==> src/rtl/wmf_pkg.sv <==
// ----------------------------------------------------------------------------
// wmf_pkg
// Shared types and constants of the windowed mode filter.
// ----------------------------------------------------------------------------
package wmf_pkg;

    localparam int ROW_LIMIT  = 1024;
    localparam int ROW_W      = 10;
    localparam int DIM_W      = 11;
    localparam int HALF_W     = 2;
    localparam int CFG_DATA_W = 11;
    localparam int COLOR_W    = 32;

    typedef enum logic [1:0] {
        CFG_HALF_WINDOW_WIDTH  = 2'd0,
        CFG_HALF_WINDOW_HEIGHT = 2'd1,
        CFG_IMAGE_WIDTH        = 2'd2,
        CFG_IMAGE_HEIGHT       = 2'd3
    } cfg_index_t;

    typedef enum logic {
        OP_PIXEL = 1'b0,
        OP_DRAIN = 1'b1
    } op_t;

    typedef struct packed {
        logic               op;
        logic [COLOR_W-1:0] pixel_color;
    } in_word_t;

    typedef struct packed {
        logic [COLOR_W-1:0] mode_color;
        logic               last_of_frame;
    } out_word_t;

    typedef struct packed {
        logic take;
        logic latch;
        logic write;
        logic win_init;
        logic load_issue;
        logic count_step;
        logic emit;
    } wmf_cmd_t;

    typedef struct packed {
        logic is_pixel;
        logic active;
        logic done;
        logic emit_due;
        logic load_last;
        logic count_last;
        logic out_free;
    } wmf_sts_t;

endpackage

==> src/rtl/wmf_ctrl.sv <==
// ----------------------------------------------------------------------------
// wmf_ctrl
// Sequencer: takes one word, writes pixels to the store, gathers the window, counts and emits.
// ----------------------------------------------------------------------------
module wmf_ctrl
    import wmf_pkg::*;
(
    input  logic     clk,
    input  logic     rst_n,
    input  logic     in_valid,
    output logic     in_ready,
    input  wmf_sts_t sts,
    output wmf_cmd_t cmd
);

    typedef enum logic [2:0] {
        S_IDLE,
        S_DECIDE,
        S_LATCH,
        S_WRITE,
        S_WIN_INIT,
        S_LOAD,
        S_LOAD_WAIT,
        S_COUNT
    } state_t;

    typedef enum logic {
        E_NONE,
        E_EMIT
    } phase_t;

    state_t state_reg, state_next;
    phase_t phase_reg, phase_next;

    always_comb
    begin
        state_next = state_reg;
        phase_next = phase_reg;
        cmd        = '0;
        in_ready   = 1'b0;
        if (phase_reg == E_EMIT)
        begin
            if (sts.out_free)
            begin
                cmd.emit   = 1'b1;
                phase_next = E_NONE;
                state_next = S_IDLE;
            end
        end
        else
        begin
            unique case (state_reg)
                S_IDLE:
                begin
                    in_ready = 1'b1;
                    if (in_valid)
                    begin
                        cmd.take   = 1'b1;
                        state_next = S_DECIDE;
                    end
                end
                S_DECIDE:
                begin
                    priority if (sts.is_pixel && !sts.done)
                        state_next = sts.active ? S_WRITE : S_LATCH;
                    else if (sts.active && sts.done)
                        state_next = S_WIN_INIT;
                    else
                        state_next = S_IDLE;
                end
                S_LATCH:
                begin
                    cmd.latch  = 1'b1;
                    state_next = S_WRITE;
                end
                S_WRITE:
                begin
                    cmd.write  = 1'b1;
                    state_next = sts.emit_due ? S_WIN_INIT : S_IDLE;
                end
                S_WIN_INIT:
                begin
                    cmd.win_init = 1'b1;
                    state_next   = S_LOAD;
                end
                S_LOAD:
                begin
                    cmd.load_issue = 1'b1;
                    if (sts.load_last)
                        state_next = S_LOAD_WAIT;
                end
                S_LOAD_WAIT:
                begin
                    state_next = S_COUNT;
                end
                S_COUNT:
                begin
                    cmd.count_step = 1'b1;
                    if (sts.count_last)
                        phase_next = E_EMIT;
                end
                default:
                begin
                    state_next = S_IDLE;
                end
            endcase
        end
    end

    always_ff @(posedge clk or negedge rst_n)
    begin
        if (!rst_n)
        begin
            state_reg <= S_IDLE;
            phase_reg <= E_NONE;
        end
        else
        begin
            state_reg <= state_next;
            phase_reg <= phase_next;
        end
    end

endmodule

==> config.mk <==
export PLATFORM = sky130hd
export DESIGN_NAME = wmf_ctrl
export DESIGN_NICKNAME = d
export VERILOG_FILES = /design/src/rtl/wmf_pkg.sv /design/src/rtl/wmf_ctrl.sv
export SDC_FILE = /design/constraint.sdc
export NUM_CORES = 1
export LEC_CHECK = 0
export CAP_MARGIN = 25
export CORE_AREA = 8 8 45 47
export DETAILED_ROUTE_END_ITERATION = 16
export DIE_AREA = 0 0 53 55
export DONT_BUFFER_PORTS = 1
export MAX_ROUTING_LAYER = met4
export SLEW_MARGIN = 0
export SYNTH_ARGS = -nofsm -noshare
export SYNTH_HDL_FRONTEND = slang
export SYNTH_SLANG_ARGS = --single-unit
==> constraint.sdc <==
create_clock -name clk -period 2 [get_ports clk]
set_clock_uncertainty 0.1 [all_clocks]
set_input_delay 0.4 -clock clk [delete_from_list [all_inputs] [get_ports clk]]
set_output_delay 0.4 -clock clk [all_outputs]
set_load 0.05 [all_outputs]
==> summary.txt <==
Logic synthesis
  – Avg Inst Size Synth: roughly 8.4 um2
  – YS warnings: 0
  – Synth unique cells: 25
  – Mapped Cells: 40
  – Yosys top cell area share: 0.300
  – Synthesized cell area: 334 um2
  – Sequential cell area fraction in the yosys report: 0.300
  – Area leader, netlist: dfrtp_1
  – Synth Register Bits: 4
  – Syn_nets: 50
  – Synth area leaders: dfrtp_1 (30%), nand2b_1 (5.6%), o2bb2ai_1 (5.2%)

Clock network
  – TritonCTS Sinks: 4
  – H-tree depth: 1
  – Root buffer cell: clkbuf_4
  – TritonCTS Buffers: 3
  – Worst skew pair latency: between 200 and 250 ps
  – CTS tree: done
  – Clk slew on worst S/H paths: 30 ps
  – Maximum clock path buffer count: 2
  – Post-cts gate resize count: 0

Cells and area
  – P&R area growth vs syn: 42.3%
  – Number of flip-flops in the largest register: 3
  – Fillers: 164
  – Most common cell after layout, fill and taps aside: buf_4
  – # nets final: 63
  – # diodes: 0
  – Leading cell types in the layout, fill and taps excluded: buf_4 (9), dfrtp_1 (4)
  – Fin area: 475 um2
  – Layout cell share with drive strength beyond 1: 0.353
  – Non-Filler Instances: 67

Power and ir drop
  – Total power draw: 922 uW
  – Pint: 433 uW
  – Sw Pwr: 489 uW
  – Combinational share of power: 0.697
  – Part of the power in registers: 0.195
  – Sw Share: 0.531
  – Clock network fraction of total power: 0.108
  – PwrDens: 1940 nW/um2
  – Maximum vdd drop: 0.600 mV
  – Leak Pwr: 0.000205 uW

Timing
  – Max Slew Vio Count: 0
  – WHS: around 150 ps
  – RSZ-0062 raised after global routing: no
  – Final Hold Vio Count: 0
  – Worst slew pin tran: 293 ps
  – Worst slew margin: 0.804
  – Final period util: 0.958
  – Max Fclk: 0.522 GHz
  – Crit path time final: 1920 ps
  – # setup viols final: 0

GRT
  – Antenna violations before repair: 0
  – GRT Total Usage: 0.0745
  – First-pass GRT wire length: 1580 um
  – Grt ovf: 0
  – Number of global-route vias before repair: ~350
  – Pin count of the biggest net entering global routing: 12

Hold path
  – Min-delay src: sts[0]
  – Worst hold endpoint: phase_reg
  – WHS Path Cells: 1
  – Min-delay worst type: in2reg

Placed design
  – Cell Area, Placed: ~440 um2
  – Routability cong.: 0.839
  – Post-Place Cells: 63
  – # port buffers: 0
  – HPWL after DPL: 793 um

Floorplan
  – Initial Util: 0.241
  – Die X: 53 um
  – Die outline area: 2920 um2
  – Rows: 14
  – Chip height: 55 um
  – # IOs: 18
  – Core area: 1380 um2

Worst setup path
  – Reg2reg setup slack: 490 ps
  – CP Cell Sequence: nand2b_1 > nor3b_2 > buf_4
  – Worst R2R Start: phase_reg
  – Endpoint class of the critical path: output pin
  – Startpoint Class: flip-flop
  – Setup CP Type: reg2out
  – Capturing point of the worst reg2reg path: state_reg[1]
  – R2R cell count: 4
  – Worst EP required: 1500 ps
  – CP Max Fanout: 9
  – CP max stage cell: dfrtp_1
  – Max stage delay on crit path: between 400 and 500 ps
  – Worst Path Arrival: roughly 1400 ps

Run status
  – Status: completed

Detailed routing
  – DRC viols: 0
  – DR vias/cell: 5.01
  – Initial DRT Pass Iterations: 4
  – Vias: 336
  – Drt first-iter violations: 9
  – Antenna violation net count after detailed routing: 0
  – Avg WL per Cell: 14.6 um
  – Drt total wl: slightly below 1000 um

Run
  – Maximum capacitance violations: 0
cell families (layout without fill, tap and decap cells):
| kind of cell | Yosys count | in the layout | synth area share |
|---|---|---|---|
| buf+inv | 5 | 16 | 0.0824 |
| flops | 4 | 4 | 0.300 |
| simple gates | 22 | 22 | 0.386 |
| compound gates | 9 | 9 | 0.232 |
power groups by stage:
stage	Clock, uW	Sequential (uW)	Combinational [uW]
6_report	99.8	180	642
5_1_grt	110	189	690
4_1_cts	104	179	650
3_5_place_dp	0	179	642
3_3_place_gp	0	177	637
2_1_floorplan	0	153	508
metal layers:
metal,up-vias,part of all wire,track usage
met1,156,0.42,0.0824
met3,0,0.10,0.0401
met5,-,0,-
met4,0,0,0.0129
met2,16,0.47,0.117
li1,164,-,-
repair_timing:
item | CTS | global route
buffers inserted | 0 | 0
hold buffers | 1 | 0
endpoints found under the hold margin | 4 | 0
critical path: cells and delay by family (launching register included):
family	cells	cell delay (ps)
buf+inv	1	220
flops	1	470
simple gates	2	490
cell usage after synthesis:
cell type	n
clkbuf_1	1
inv_1	2
or2_1	1
nor2_1	3
nand3b_1	1
nor3b_1	2
nand2b_1	3
o2bb2ai_1	2
o211ai_2	1
a2bb2oi_1	1
buf_6	1
nor3_1	2
or4_1	1
nor4b_1	1
o311a_1	1
a22o_1	1
or2b_1	1
nand2_1	3
buf_2	1
dfrtp_1	4
o21bai_1	1
and2_1	2
o31ai_1	1
a21oi_1	1
nor2b_1	2
layout make-up:
| class | instances | area [um2] | share of cell area |
|---|---|---|---|
| clock buffer | 3 | 22.5 | 0.0474 |
| sequential | 4 | 100 | 0.211 |
| inverter | 2 | 7.51 | 0.0158 |
| timing repair buffer | 11 | 97.6 | 0.205 |
| multi-input combinational | 31 | 228 | 0.479 |
| tap | 16 | 20.0 | 0.0421 |
worst max-delay path by stage:
stage / startpoint / endpoint / slack (ps) / cells past startpoint
finish: phase_reg / cmd[4] / 80 / 3
global route: phase_reg / cmd[4] / 8 / 3
CTS: phase_reg / cmd[4] / 80 / 3
detailed placement: phase_reg / cmd[4] / 340 / 3
global placement: phase_reg / cmd[4] / 380 / 3
floorplan: state_reg[2] / cmd[6] / -400 / 4
stage by stage:
stage                     worst slack (ps)  TNS (ps)   util
after floorplan                       -397      -407      -
after global routing                  8.23         0  0.344
after CTS                             78.7         0  0.344
final                                 84.8         0  0.344
after detailed placement               344         0  0.320
after global placement                 384         0  0.320
(Power assumes the default switching activity.)
